File: config.mk
export PLATFORM = sky130hd
export DESIGN_NAME = ncc_front
export DESIGN_NICKNAME = d
export VERILOG_FILES = /design/src/rtl/core/ncc_pkg.sv /design/src/rtl/core/ncc_front.sv
export SDC_FILE = /design/constraint.sdc
export NUM_CORES = 2
export LEC_CHECK = 0
export ABC_AREA = 1
export BUFFER_PORTS_ARGS = -buffer_cell sky130_fd_sc_hd__buf_2
export CAP_MARGIN = 20
export CORE_AREA = 3 3 255 282
export CTS_CLUSTER_DIAMETER = 50
export DETAILED_ROUTE_END_ITERATION = 8
export DIE_AREA = 0 0 258 285
export PLACE_DENSITY_LB_ADDON = 0.08
export SLEW_MARGIN = 20
export SYNTH_ARGS = -nofsm -noshare
export SYNTH_HDL_FRONTEND = slang
export SYNTH_SLANG_ARGS = --single-unit
File: constraint.sdc
create_clock -name clk_i -period 17.55 [get_ports clk_i]
set_clock_uncertainty 0.2 [all_clocks]
set_input_delay 2.6325 -clock clk_i [delete_from_list [all_inputs] [get_ports clk_i]]
set_output_delay 2.6325 -clock clk_i [all_outputs]
set_load 0.02 [all_outputs]
File: src/rtl/core/ncc_pkg.sv
// Shared types and constants for the normalized cross-correlation core.
// Used by the accumulator front end, the queue, the multiplier and the back end.
`timescale 1ns / 1ps
package ncc_pkg;

  localparam int unsigned SampleBits = 16;
  localparam int unsigned CountBits  = 17;
  localparam int unsigned SumBits    = 32;
  localparam int unsigned SqBits     = 48;
  localparam logic [CountBits-1:0] MaxElements = 17'd65536;

  // accumulator snapshot handed from the front end to the back end
  typedef struct packed {
    logic [CountBits-1:0] pair_count;
    logic [SumBits-1:0]   sum_first;
    logic [SumBits-1:0]   sum_second;
    logic [SqBits-1:0]    sum_cross;
    logic [SqBits-1:0]    sum_sq_first;
    logic [SqBits-1:0]    sum_sq_second;
  } acc_t;

  typedef enum logic [2:0] {
    OP_NSAB, OP_SASB, OP_NSAA, OP_SASA, OP_NSBB, OP_SBSB, OP_VAVB, OP_NN
  } mul_op_e;

  typedef enum logic [2:0] {
    ST_IDLE, ST_MUL_START, ST_MUL_WAIT, ST_CHECK, ST_DIV, ST_SQRT, ST_OUT
  } back_state_e;

endpackage

File: src/rtl/core/ncc_front.sv
// Front end: accepts sample pairs, accumulates moments, queues a snapshot on the last pair.
// Depends on ncc_pkg for acc_t and the accumulator widths.
`timescale 1ns / 1ps
module ncc_front import ncc_pkg::*; (
  input  logic                  clk_i,
  input  logic                  rst_ni,
  input  logic                  valid_i,
  output logic                  ready_o,
  input  logic [SampleBits-1:0] sample_a_i,
  input  logic [SampleBits-1:0] sample_b_i,
  input  logic                  last_i,
  input  logic                  q_full_i,
  output logic                  push_o,
  output acc_t                  push_data_o
);

  acc_t acc_q, acc_d;
  logic accept;
  logic [31:0] prod_ab, prod_aa, prod_bb;

  assign ready_o = !q_full_i;
  assign accept  = valid_i && ready_o;
  assign prod_ab = sample_a_i * sample_b_i;
  assign prod_aa = sample_a_i * sample_a_i;
  assign prod_bb = sample_b_i * sample_b_i;

  always_comb begin
    acc_d = acc_q;
    if (acc_q.pair_count < MaxElements) begin
      acc_d.pair_count    = acc_q.pair_count + 17'd1;
      acc_d.sum_first     = acc_q.sum_first + {16'd0, sample_a_i};
      acc_d.sum_second    = acc_q.sum_second + {16'd0, sample_b_i};
      acc_d.sum_cross     = acc_q.sum_cross + {16'd0, prod_ab};
      acc_d.sum_sq_first  = acc_q.sum_sq_first + {16'd0, prod_aa};
      acc_d.sum_sq_second = acc_q.sum_sq_second + {16'd0, prod_bb};
    end
  end

  assign push_o      = accept && last_i;
  assign push_data_o = acc_d;

  always_ff @(posedge clk_i or negedge rst_ni) begin
    if (!rst_ni) begin
      acc_q <= '0;
    end else if (accept) begin
      // clear for the next run once the snapshot is queued
      acc_q <= last_i ? '0 : acc_d;
    end
  end

endmodule

## Yosys cells after proc, flatten, opt, wreduce, memory -nomap -nowiden

Cells that the tools add are included.

- Flip-flop bits (word level): 225
- Input bits: 37
- Output and inout bits: 227
- Logic and storage cells: 21

- Add/subtract/negate cells: 6
- Multiply operators: 3
- Order comparisons: 1
- Mux-type cells: 2
- Reductions and logical operators: 3

Operators by type and width:

| operator | number |
|---|---|
| $mux W225 | 2 |
| $add A48 B32 Y48 | 3 |
| $mul A16 B16 Y32 | 3 |
| $add A32 B16 Y32 | 2 |
| $add A17 B1 Y17 const B | 1 |
| $lt A17 B17 Y1 const B | 1 |
| $logic_and A1 B1 Y1 | 2 |
| $logic_not A1 Y1 | 1 |

## Depth between registers and ports, before layout

- Word-level depth: 4
- Gate-level depth with buffers: 32
- Gate-level depth less buffers: 30

## Worst setup path after synthesis

Ideal clock, no wire load.

- Kind: input to output
- Start: input sample_a_i[5]
- End: output push_data_o[76] (netlist name)
- Arrival time: 7.920 ns
- Required time: 14.717 ns
- Path slack: 6.798 ns
- Cell stages on the path: 25
- Path buffers: 2
- Cells stage by stage: clkbuf_1 clkbuf_1 nand2_1 fa_1 inv_1 fa_1 inv_1 fa_1 inv_1 fa_1 fa_1 inv_1 fa_1 inv_1 ha_1 nand2_1 inv_1 nand2_1 nand2_1 inv_1 nand2_1 nand2_1 nand3_1 xor2_1 a21boi_0

RTL lines:

| item | line | text |
|---|---|---|
| start: declaration | ncc_front.sv:9 | `input logic [SampleBits-1:0] sample_a_i,` |
| end: declaration | ncc_front.sv:14 | `output acc_t push_data_o` |

==> impl_metrics.ini <==
[placement]
io_buffer_count = 263
place_congestion = 0.9735
dp_hpwl_um = 104900

[synthesis]
synth_cells = 6568
ys_seq_area_frac = 0.1253
synth_cell_type_count = 54
synth_ff_type = dfrtp_1
synth_top_cell_by_area = fa_1
synth_area_leaders = fa_1, nand2_1, inv_1, dfrtp_1, ha_1
synth_edf_count = 0
synth_top_area_frac = 0.2722
netlist_area_um2 = 44940
async_reset_ff_frac = 1.000
ys_seq_elements = 225
yosys_warnings = 0
syn_avg_cell_area_um2 = 6.842
syn_nets = 7578

[sta]
finalMaxSlewViolations = 0
worstMarginPinSlew_ns = 1.115
worst_hold_slack_ns = 0.2817
fmax_ghz = 0.08436
rsz0062_at_grt = false
tns_ns = 0
layout_min_cycle_time_ns = 11.85
final_hold_viol_count = 0
max-slew-margin-rel = 0.2569
setup_viol = 0
finalCritPeriodShare = 0.6754

[global_route]
overflow = 0
grt_pass1_wl_um = 222300
globalRouteTotalUtil = 0.3819
first_global_vias = 41780
grt_max_degree = 183
antenna_found_initial = 0

[die]
chipHeight_um = 285
die_x_um = 258
start_util = 0.6501
placementRows = 101
coreArea_um2 = 69130
die_area_um2 = 73530
pin_count = 264

[critical_path]
rr_worst_depth = 20
slowest_delay_ns = 0.78
crit_start = sample_a_i[12]
worstSetupEndpointType = output port
critPathCapture = push_data_o[95]
timing.rr.start = acc_q[9]
reg2reg_slack_ns = 12.50
r2r_end = acc_q[36]
cp.required_ns = 14.72
worstPathMaxFanout = 34
cp_data_arrival_time_ns = 9.02
cp_common_cell = nand2_1
cp-start-kind = input port
path_class = in -> out
slowest_stage = buf_2

[detailed_routing]
drt-initial-drc-count = 3781
drc_errors = 0
via_per_inst = 5.432
dr.pass1.iters = 6
drt-wirelength-per-cell_um = 17.95
final_antenna_net_count = 0
vias = 41630
routed_wl_um = 137600

[clocking]
ctsResizeCount = 0
cts_buffer_depth = 3
htreeDepth = 2
clock_sinks = 225
holdBufCountCts = 0
cts_post_setup_buffers_inserted = 0
cts_tree = done
clk_pin_slew_ns = 0.06
worstSkewPairLatency_ns = 0.60
clockRootBuffer = clkbuf_16
cts_buffers = 45

[finish]
largest-register = acc_q
top_regs = acc_q x225
mostFrequentLayoutCell = nand2_1
final_cell_mix = nand2_1, inv_1, fa_1
syn_to_final_growth_pct = 7.517
final_nets = 7710
largest_reg_flops = 225
fillers = 6003
layout-drive-gt1-share = 0.07349

[run]
max_cap_viol_count = 0

[hold_path]
hold_class = reg -> reg
min_path_cells = 2

[run_status]
status = complete, no violations
## worst max-delay path, delay by kind of cell
kind | cells | cell delay (ns)
fa+ha+maj | 7 | 3.45
buf+inv | 8 | 1.31
simple gates | 13 | 1.57
## cells by family after synthesis
group	after synthesis	synth area share
AND/OR/NAND/NOR	2836	0.2611
buffers and inverters	2006	0.1685
adder cells (fa/ha/maj)	973	0.3730
AO/OA/AOI/OAI	459	0.05850
flip-flops	225	0.1253
XOR/XNOR	69	0.01361
## metal layers
metal | track usage | vias to the layer above | share of wire
li1 | - | 19540 | -
met1 | 0.5371 | 19950 | 0.41
met2 | 0.6108 | 1848 | 0.45
met3 | 0.06164 | 297 | 0.10
met4 | 0.1167 | 0 | 0.033
met5 | 0 | - | 0
## worst min-delay path by stage
| stage | startpoint | to |
|---|---|---|
| after floorplan | acc_q[76] | acc_q[76] |
| after global placement | acc_q[29] | acc_q[29] |
| after detailed placement | acc_q[29] | acc_q[29] |
| after CTS | acc_q[29] | acc_q[29] |
| after global routing | acc_q[126] | acc_q[126] |
| final | acc_q[29] | acc_q[29] |
## per-stage QoR
| step | cell area (um^2) | utilization | worst slack [ns] | std cells |
|---|---|---|---|---|
| 2_1_floorplan | 44940 | - | 6.798 | 6568 |
| 3_3_place_gp | 46830 | 0.6775 | 5.904 | 7580 |
| 3_5_place_dp | 46830 | 0.6775 | 5.818 | 7580 |
| 4_1_cts | 48320 | 0.6990 | 5.780 | 7663 |
| 5_1_grt | 48320 | 0.6990 | 5.449 | 7663 |
| 6_report | 48320 | 0.6990 | 5.696 | 7664 |
## layout make-up
cell class / count / area (um^2) / area share
inverter: 1807 / 6792 / 0.1406
antenna: 1 / 2.502 / 0.00005179
timing repair buffer: 284 / 1496 / 0.03097
multi-input combinational: 4337 / 31750 / 0.6571
clock buffer: 57 / 1232 / 0.02551
tap: 927 / 1160 / 0.02400
clock inverter: 26 / 251.5 / 0.005205
sequential: 225 / 5634 / 0.1166
## synthesized netlist by cell type (3+ instances only)
master    number
o22ai_1       37
o21bai_2       3
nor2_2        19
a21o_1         7
o21bai_1      22
nand3_1      281
nand3_2       13
nor4_1        12
ha_1         362
buf_2         20
nor3_2         5
o21ai_1       36
o21ai_0      162
o211ai_1      13
or2_2         33
dfrtp_1      225
nand3b_1      32
inv_1       1788
nand2_2       14
fa_1         611
inv_2         18
or2_1          7
and2_1        20
xnor2_1       32
a22o_1        17
or2_0          3
buf_1         11
o21ai_2        4
nor3_1        38
clkbuf_1     163
nand4_1       43
a21oi_1      131
a31o_2        10
nor2_1       271
a21oi_2        4
o21a_1         6
nand2_1     2034
xor2_1        36
Power is not shown: default switching activity piles up to over one toggle a cycle in this logic, so the estimate is an artifact.
