File: src/rtl/core/ncc_pkg.sv
// Shared types and constants for the normalized cross-correlation core.
// Used by the accumulator front end, the queue, the multiplier and the back end.
`timescale 1ns / 1ps
package ncc_pkg;

  localparam int unsigned SampleBits = 16;
  localparam int unsigned CountBits  = 17;
  localparam int unsigned SumBits    = 32;
  localparam int unsigned SqBits     = 48;
  localparam logic [CountBits-1:0] MaxElements = 17'd65536;

  // accumulator snapshot handed from the front end to the back end
  typedef struct packed {
    logic [CountBits-1:0] pair_count;
    logic [SumBits-1:0]   sum_first;
    logic [SumBits-1:0]   sum_second;
    logic [SqBits-1:0]    sum_cross;
    logic [SqBits-1:0]    sum_sq_first;
    logic [SqBits-1:0]    sum_sq_second;
  } acc_t;

  typedef enum logic [2:0] {
    OP_NSAB, OP_SASB, OP_NSAA, OP_SASA, OP_NSBB, OP_SBSB, OP_VAVB, OP_NN
  } mul_op_e;

  typedef enum logic [2:0] {
    ST_IDLE, ST_MUL_START, ST_MUL_WAIT, ST_CHECK, ST_DIV, ST_SQRT, ST_OUT
  } back_state_e;

endpackage

File: src/rtl/core/ncc_fifo.sv
// Two-entry queue of accumulator snapshots between front and back end.
// Depends on ncc_pkg for acc_t.
`timescale 1ns / 1ps
module ncc_fifo import ncc_pkg::*; (
  input  logic clk_i,
  input  logic rst_ni,
  input  logic push_i,
  input  acc_t push_data_i,
  output logic full_o,
  input  logic pop_i,
  output logic valid_o,
  output acc_t pop_data_o
);

  acc_t       mem_q [2];
  logic       wr_ptr_q, rd_ptr_q;
  logic [1:0] fill_q;

  assign full_o     = fill_q[1];
  assign valid_o    = (fill_q != 2'd0);
  assign pop_data_o = mem_q[rd_ptr_q];

  always_ff @(posedge clk_i) begin
    if (push_i) begin
      mem_q[wr_ptr_q] <= push_data_i;
    end
  end

  always_ff @(posedge clk_i or negedge rst_ni) begin
    if (!rst_ni) begin
      wr_ptr_q <= 1'b0;
      rd_ptr_q <= 1'b0;
      fill_q   <= 2'd0;
    end else begin
      if (push_i) wr_ptr_q <= ~wr_ptr_q;
      if (pop_i)  rd_ptr_q <= ~rd_ptr_q;
      if (push_i && !pop_i)      fill_q <= fill_q + 2'd1;
      else if (pop_i && !push_i) fill_q <= fill_q - 2'd1;
    end
  end

endmodule

File: config.mk
export PLATFORM = sky130hd
export DESIGN_NAME = ncc_fifo
export DESIGN_NICKNAME = d
export VERILOG_FILES = /design/src/rtl/core/ncc_pkg.sv /design/src/rtl/core/ncc_fifo.sv
export SDC_FILE = /design/constraint.sdc
export NUM_CORES = 1
export LEC_CHECK = 0
export BUFFER_PORTS_ARGS = -buffer_cell sky130_fd_sc_hd__buf_2
export CORE_MARGIN = 2
export CORE_UTILIZATION = 40
export CTS_BUF_LIST = sky130_fd_sc_hd__clkbuf_2 sky130_fd_sc_hd__clkbuf_4 sky130_fd_sc_hd__clkbuf_8
export DETAILED_ROUTE_END_ITERATION = 16
export PLACE_DENSITY = 0.66
export SETUP_SLACK_MARGIN = 0.3
export SYNTH_ARGS = -nofsm -noshare
export SYNTH_HDL_FRONTEND = slang
export SYNTH_SLANG_ARGS = --single-unit
File: constraint.sdc
create_clock -name clk_i -period 12.1 [get_ports clk_i]
set_clock_uncertainty 0.05 [all_clocks]
set_input_delay 1.21 -clock clk_i [delete_from_list [all_inputs] [get_ports clk_i]]
set_output_delay 1.21 -clock clk_i [all_outputs]
set_load 0.01 [all_outputs]
After elaboration in Yosys (flattened, before gate mapping)
Memory sizes are Yosys's and may differ from the RTL's.
Index checks and enable logic that the tools add are counted.
{"block": "totals", "ram_bits": 450, "mem_bits_ro": 0, "elab_cells": 18, "latch_bits": 0, "input_bits": 229, "regBits": 4, "n_memories": 1}
{"block": "classes", "eq_ne": 0, "n_reduce_logical": 6, "bitwise_logic": 2, "n_mul": 0, "shifts": 0, "mux": 4, "n_div": 0, "order_cmp": 0, "addsub": 2}
{"memory": "mem_q", "words": 2, "width": 225, "read_ports": 1, "rd_ports_with_merged_regs": 0, "write_ports": 1, "line": "ncc_fifo.sv:15", "rtl": "acc_t mem_q [2];"}
{"cell": "2-to-1 mux 2 bit", "count": 2}
{"cell": "nonzero test 2 bit", "count": 2}
{"cell": "adder 2 x 1 -> 2 bit, second input constant", "count": 1}
{"cell": "logical AND 1 bit", "count": 2}
{"cell": "zero test 1 bit", "count": 2}
{"cell": "2-to-1 mux 1 bit", "count": 2}
{"cell": "inverter 1 bit", "count": 2}
{"cell": "subtractor 2 x 1 -> 2 bit, second input constant", "count": 1}

Depth between registers and ports, before layout
Gate-level depths: netlist of the first run.
{"block": "logic_depth", "ltp_word": 4, "mapped_depth": 5}

Worst setup path after synthesis of the first run
OpenSTA, ideal clock, no wires.
{"block": "synth_path", "kind": "input port to flip-flop", "start": "input port push_i", "end": "memory mem_q[0][0] (netlist bit), enable pin", "required_ps": 11209, "slack_ps": 307, "n_path_buf": 0, "arrival_ps": 10901, "path_stages": 1, "setup_time_ps": 841, "cell_sequence": "nor2b_1"}
{"block": "synth_between", "elab_chain_cells": 2}
{"element": "from (decl)", "line": "ncc_fifo.sv:7", "rtl": "input logic push_i,"}
{"element": "2-to-1 mux 1 bit", "line": "ncc_fifo.sv:24", "rtl": "if (push_i) begin"}
{"element": "2-to-1 mux 1 bit (not written as such)", "line": "ncc_fifo.sv:25", "rtl": "mem_q[wr_ptr_q] <= push_data_i;"}
{"element": "to (decl)", "line": "ncc_fifo.sv:15"}
No other way between the ends.

==> results.py, run 1 <==
metrics = {
    "clocking": {
        "root_buffer": "clkbuf_8",
        "cts_tree": "built",
        "cts.clk_slew.worst_paths_ns": 0.06,
        "post_cts_buffers": 0,
        "cts_buffer_depth": 3,
        "ctsHoldBuffers": 0,
        "htree_num_levels": 3,
        "cts_resized": 0,
        "cts_buffers": 73,
        "cts_sinks": 454,
        "insertion_delay_ns": 0.62,
    },
    "setup_path": {
        "r2r_slack_ns": 9.10,
        "cp.required_ns": 10.84,
        "reg2regPathDepth": 3,
        "worstPathMaxFanout": 57,
        "timing.rr.end": "mem_q[1][168]",
        "start_kind": "flop",
        "critPathCaptureType": "output pin",
        "worstPathArrival_ns": 3.91,
        "r2r_start": "wr_ptr_q",
        "crit_type": "flop to output pin",
    },
    "die": {
        "coreArea_um2": 41900,
        "initial_core_util_pct": 40.5,
        "pin_count": 456,
        "die_h_um": 210,
        "die_area_um2": 44100,
        "die_w_um": 210,
        "rows": 75,
    },
    "sta": {
        "max_freq_mhz": 193,
        "post-route-period-util_pct": 42.7,
        "final-hold-violation-count": 0,
        "relSlewSlack_pct": 24.8,
        "grt_setup_unrepaired": "false",
        "setup_tns_ns": 0,
        "fin_crit_ns": 5.17,
        "tightest_slew_ns": 1.13,
        "drv_slew": 0,
        "setup_slack_ns": 6.93,
        "setup_viol": 0,
    },
    "power_and_ir_drop": {
        "combPwrFrac_pct": 30.1,
        "p_sw_share_pct": 28.7,
        "p_clk_share_pct": 25.2,
        "p_per_area_nw_per_um2": 232,
        "intPower_mw": 3.50,
        "peakVddDrop_v": 0.000151,
        "p_seq_share_pct": 44.7,
        "power_switching_mw": 1.41,
        "power_leakage_nw": 8.37,
    },
    "routing": {
        "vias": 8493,
        "totalWireLength_mm": 34.4,
        "route.detailed.drc": 0,
        "antenna_left": 0,
        "via_per_inst": 4.66,
        "drtIter0Drc": 410,
        "routed_wire_length_per_instance_um": 18.9,
        "drt-pass1-iter-count": 5,
    },
    "logic_synthesis": {
        "netlist_top_cells_area": "edfxtp_1 (80%), mux2_4 (12%), mux2_2 (5.6%)",
        "synth-seq-area-share_pct": 80.1,
        "synth_nets": 945,
        "synth_largest_area_cell": "edfxtp_1",
        "synth.most_common_cell": "edfxtp_1",
        "synthArstFlopShare_pct": 0.881,
        "netlist_instances": 715,
        "syn_area_um2": 17000,
        "synth_common_cells": "edfxtp_1 (450), mux2_4 (140), mux2_2 (85)",
        "yosysWarnings": 0,
        "synthFlopType": "edfxtp_1",
        "avgSynthCellArea_um2": 23.8,
        "synth-edff-count": 450,
        "yosys.area.top_type_share_pct": 79.6,
        "synth_cell_types": 14,
        "synth_seq_cells": 454,
    },
    "place": {
        "port_buffers": 455,
        "gp_congestion": 0.739,
        "dp_slack_ns": 7.55,
        "hpwlAfterDp_mm": 23.2,
        "dp.cells": 1692,
    },
    "finish": {
        "drive_gt1_share_pct": 62.9,
        "areaGrowthSynthToFinish_pct": 24.7,
        "finalNonFillerCells": 1823,
        "nets": 1458,
    },
    "global_route": {
        "grt.total_usage_pct": 15.1,
        "grt_max_degree": 152,
        "grt_pass1_vias": 8803,
        "grt_pass1_wl_mm": 50.0,
        "grt_overflow_total": 0,
        "antenna_found_initial": 9,
    },
    "worst_hold_path": {
        "worstHoldPathType": "input port to asynchronous set/reset pin",
    },
    "run_status": {
        "status": "completed",
    },
    "flow_run": {
        "max-cap-violations": 0,
    },
}
-- layout by cell type, fill, tap and decap left out, drive strengths merged, types with 4 or more instances in the layout --
master,n
buf,463
edfxtp,450
mux2,225
clkbuf,101
clkinv,20
diode,8
xor2,4
dfrtp,4
-- power by group through the flow --
stage / registers (mW) / logic (mW) / clock network [mW]
after floorplan: 2.27 / 1.05 / 0
after global placement: 2.22 / 1.49 / 0
after detailed placement: 2.23 / 1.50 / 0
after CTS: 2.20 / 1.50 / 1.29
after global routing: 2.23 / 1.57 / 1.35
final: 2.20 / 1.48 / 1.24
-- sequential cells by signal, indices dropped and copies added (netlist names) --
register  flops
mem_q       450
wr_ptr_q      1
rd_ptr_q      1
fill_q        2
-- cell families after synthesis --
family / synth area share [%]
flip-flops: 80.1
multiplexers: 18.0
buffers and inverters: 1.38
XOR/XNOR: 0.258
AND/OR/NAND/NOR: 0.133
adder cells (fa/ha/maj): 0.0736
-- per-stage QoR --
stage	hold WS (ns)	power, mW	utilization, %	area, um2
after floorplan	0.405	3.32	-	17000
after global placement	0.442	3.71	47.2	19800
after detailed placement	0.443	3.73	47.2	19800
after CTS	0.250	4.99	50.5	21200
after global routing	0.280	5.15	50.5	21200
final	0.340	4.92	50.5	21200
-- metal layers --
layer	wire length, um	GRT usage, %
met3	3090	6.02
met1	13900	17.8
met2	16500	24.0
met4	858	7.97
met5	38	0
-- worst max-delay path, stage by stage, from the launching register on --
cell and delay [ns]:
dfrtp_4 0.93, buf_4 0.83, buf_4 0.89, mux2_4 0.36, buf_2 0.14
-- how the worst max path moves through the flow --
stage,start,to,slack (ns),cells after the start
final,rd_ptr_q,pop_data_o[87],6.93,4
after global routing,rd_ptr_q,pop_data_o[88],6.68,4
after floorplan,push_i,mem_q[0][0],0.31,1
after global placement,rd_ptr_q,pop_data_o[202],7.64,4
after CTS,rd_ptr_q,pop_data_o[199],6.83,4
after detailed placement,rd_ptr_q,pop_data_o[199],7.55,4
-- cell type report --
type	instances	area (um2)
antenna	8	20.0
clock buffer	101	1250
clock inverter	22	121
fill	3436	20800
inverter	1	3.75
multi-input combinational	235	3150
sequential	454	13600
tap	539	674
timing repair buffer	463	2350
No activity file was read; power rests on OpenSTA's default activity.
==> run 2, diff against run 1 <==
--- a/config.mk
+++ b/config.mk
@@ -10,7 +10,7 @@
 export CORE_UTILIZATION = 40
 export CTS_BUF_LIST = sky130_fd_sc_hd__clkbuf_2 sky130_fd_sc_hd__clkbuf_4 sky130_fd_sc_hd__clkbuf_8
 export DETAILED_ROUTE_END_ITERATION = 16
-export PLACE_DENSITY = 0.66
+export PLACE_DENSITY = 0.63
 export SETUP_SLACK_MARGIN = 0.3
 export SYNTH_ARGS = -nofsm -noshare
 export SYNTH_HDL_FRONTEND = slang
==> constraint.sdc (replaced) <==
create_clock -name clk_i -period 5.14 [get_ports clk_i]
set_clock_uncertainty 0.05 [all_clocks]
set_input_delay 0.514 -clock clk_i [delete_from_list [all_inputs] [get_ports clk_i]]
set_output_delay 0.514 -clock clk_i [all_outputs]
set_load 0.01 [all_outputs]
==> run 2 against run 1 <==
Net effect: non-clock buffer count up 214; combinational power increased to 2.5 times the previous value; core utilization rose by 5.3 points; global-route usage grew 1.5 points; routed wire length rose by 10%; sequential share of layout area fell by 6.1 points; final area is 10% higher; first-iteration DRC count is 29% higher; sequential power grew 140%; die area is the same; power up 140%; critical endpoint is now pop_data_o[29].
==> results.py, run 2 (synthesis gave the netlist of run 1 again) <==
metrics = {
    "die": {
        "initial_core_util_pct": 40.5,
        "pin_count": 456,
        "coreArea_um2": 41900,
        "rows": 75,
        "die_area_um2": 44100,
        "die_w_um": 210,
        "die_h_um": 210,
    },
    "sta": {
        "hold_slack_ns": 0.0660,
        "final-hold-violation-count": 0,
        "setup_tns_ns": 0,
        "setup_viol": 0,
        "drv_slew": 0,
        "tightest_slew_ns": 0.817,
        "grt_setup_unrepaired": "false",
        "relSlewSlack_pct": 45.5,
        "max_freq_mhz": 303,
        "post-route-period-util_pct": 64.2,
        "fin_crit_ns": 3.30,
        "setup_slack_ns": 1.84,
    },
    "finish": {
        "final_util_pct": 55.8,
        "nets": 1675,
        "largest_reg_flops": 450,
        "seq_area_um2": 13600,
        "areaGrowthSynthToFinish_pct": 37.8,
        "final_common_cell": "buf_2",
        "final_cell_mix": "buf_2 (455), edfxtp_1 (450), dlygate4sd3_1 (214)",
        "drive_gt1_share_pct": 53.3,
        "finalNonFillerCells": 2042,
        "fill_cells": 3256,
        "stdcell_area_um2": 23400,
        "multi_input_area_um2": 3150,
        "top_regs": "mem_q: 450 flops, fill_q: 2 flops",
        "largest-register": "mem_q",
    },
    "setup_path": {
        "crit_type": "flop to output pin",
        "worst-path-buf-inv": 2,
        "worstPathArrival_ns": 2.74,
        "slowest_delay_ns": 0.96,
        "path_cells": "buf_4 -> mux2_2 -> buf_2",
        "cp.required_ns": 4.58,
        "start_kind": "flop",
        "crit_slowest_cell": "dfrtp_4",
        "worstPathMaxFanout": 51,
        "critPathCaptureType": "output pin",
        "cpLargestDelayFamily": "flip-flops",
    },
    "global_route": {
        "grt_pass1_wl_mm": 56.0,
        "antenna_found_initial": 3,
        "grt.total_usage_pct": 16.6,
        "grt_overflow_total": 0,
        "grt_max_degree": 120,
        "grt_pass1_vias": 10308,
    },
    "routing": {
        "wl_met1_mm": 14.7,
        "met2_length_mm": 19.0,
        "totalWireLength_mm": 38.0,
        "routed_wire_length_per_instance_um": 18.6,
        "drtIter0Drc": 527,
        "wl_met3_mm": 2.82,
        "vias": 9384,
        "via_per_inst": 4.60,
        "route.detailed.drc": 0,
        "antenna_left": 0,
        "highest_layer": "met5",
        "drt-pass1-iter-count": 6,
    },
    "place": {
        "hpwlAfterDp_mm": 23.8,
        "dp_slack_ns": 2.44,
        "dp.cells": 1692,
        "port_buffers": 455,
        "gp_congestion": 0.804,
        "place_area_um2": 19900,
    },
    "clocking": {
        "htree_num_levels": 3,
        "insertion_delay_ns": 0.60,
        "cts_buffer_depth": 3,
        "cts_sinks": 454,
        "cts_tree": "built",
        "cts.clk_slew.worst_paths_ns": 0.06,
        "post_cts_buffers": 0,
        "root_buffer": "clkbuf_8",
        "cts_buffers": 76,
    },
    "run_status": {
        "status": "completed",
    },
    "power_and_ir_drop": {
        "peakVddDrop_v": 0.000374,
        "p_per_area_nw_per_um2": 506,
        "power_leakage_nw": 9.27,
        "power_mw": 11.8,
    },
    "worst_hold_path": {
        "worstHoldPathType": "input port to flop",
    },
    "flow_run": {
        "max-cap-violations": 0,
    },
}
==> run 2: area by class of cell <==
class | count | area share [%]
clock inverters | 37 | 0.834
inverters | 1 | 0.0160
flip-flops and latches | 454 | 58.2
repair buffers | 677 | 19.5
multi-input cells | 235 | 13.4
well taps | 539 | 2.88
diodes | 2 | 0.0214
clock buffers | 97 | 5.17
==> run 2: final timing paths <==
| check | slack (ns) | cells past startpoint | from | end |
|---|---|---|---|---|
| setup / recovery | 1.84 | 3 | rd_ptr_q | pop_data_o[29] |
| hold / removal | 0.07 | 1 | push_data_i[55] | mem_q[0][55] |
| setup reg to reg | 3.42 | 2 | rd_ptr_q | rd_ptr_q |
| hold reg to reg | 0.44 | 1 | fill_q[1] | fill_q[1] |
| max in group asynchronous | 4.66 | 2 | rst_ni | rd_ptr_q |
| min in group asynchronous | 0.24 | 2 | rst_ni | fill_q[1] |
==> run 2: what timing repair did <==
item	4_1_cts	5_1_grt
hold buffers	214	0
hold endpoints to repair	424	0
gates resized for setup	0	0
==> run 2: power breakdown <==
group          leakage [nW]  internal (mW)  switching [mW]
Combinational          4.28           1.84            1.88
Clock                 0.726           1.59            1.37
Sequential             4.27           4.92           0.255
==> run 2: worst register-to-register path: cells and delay by family, from the launching register on <==
kind	cells	cell delay, ns
flops	1	0.96
xor+xnor	1	0.17
buf+inv	1	0.46
==> run 2: layer usage <==
metal	global-route usage, %	vias to the layer above
met2	28.0	353
met3	6.11	97
met1	18.7	4588
met5	0	-
li1	-	4344
met4	8.34	2
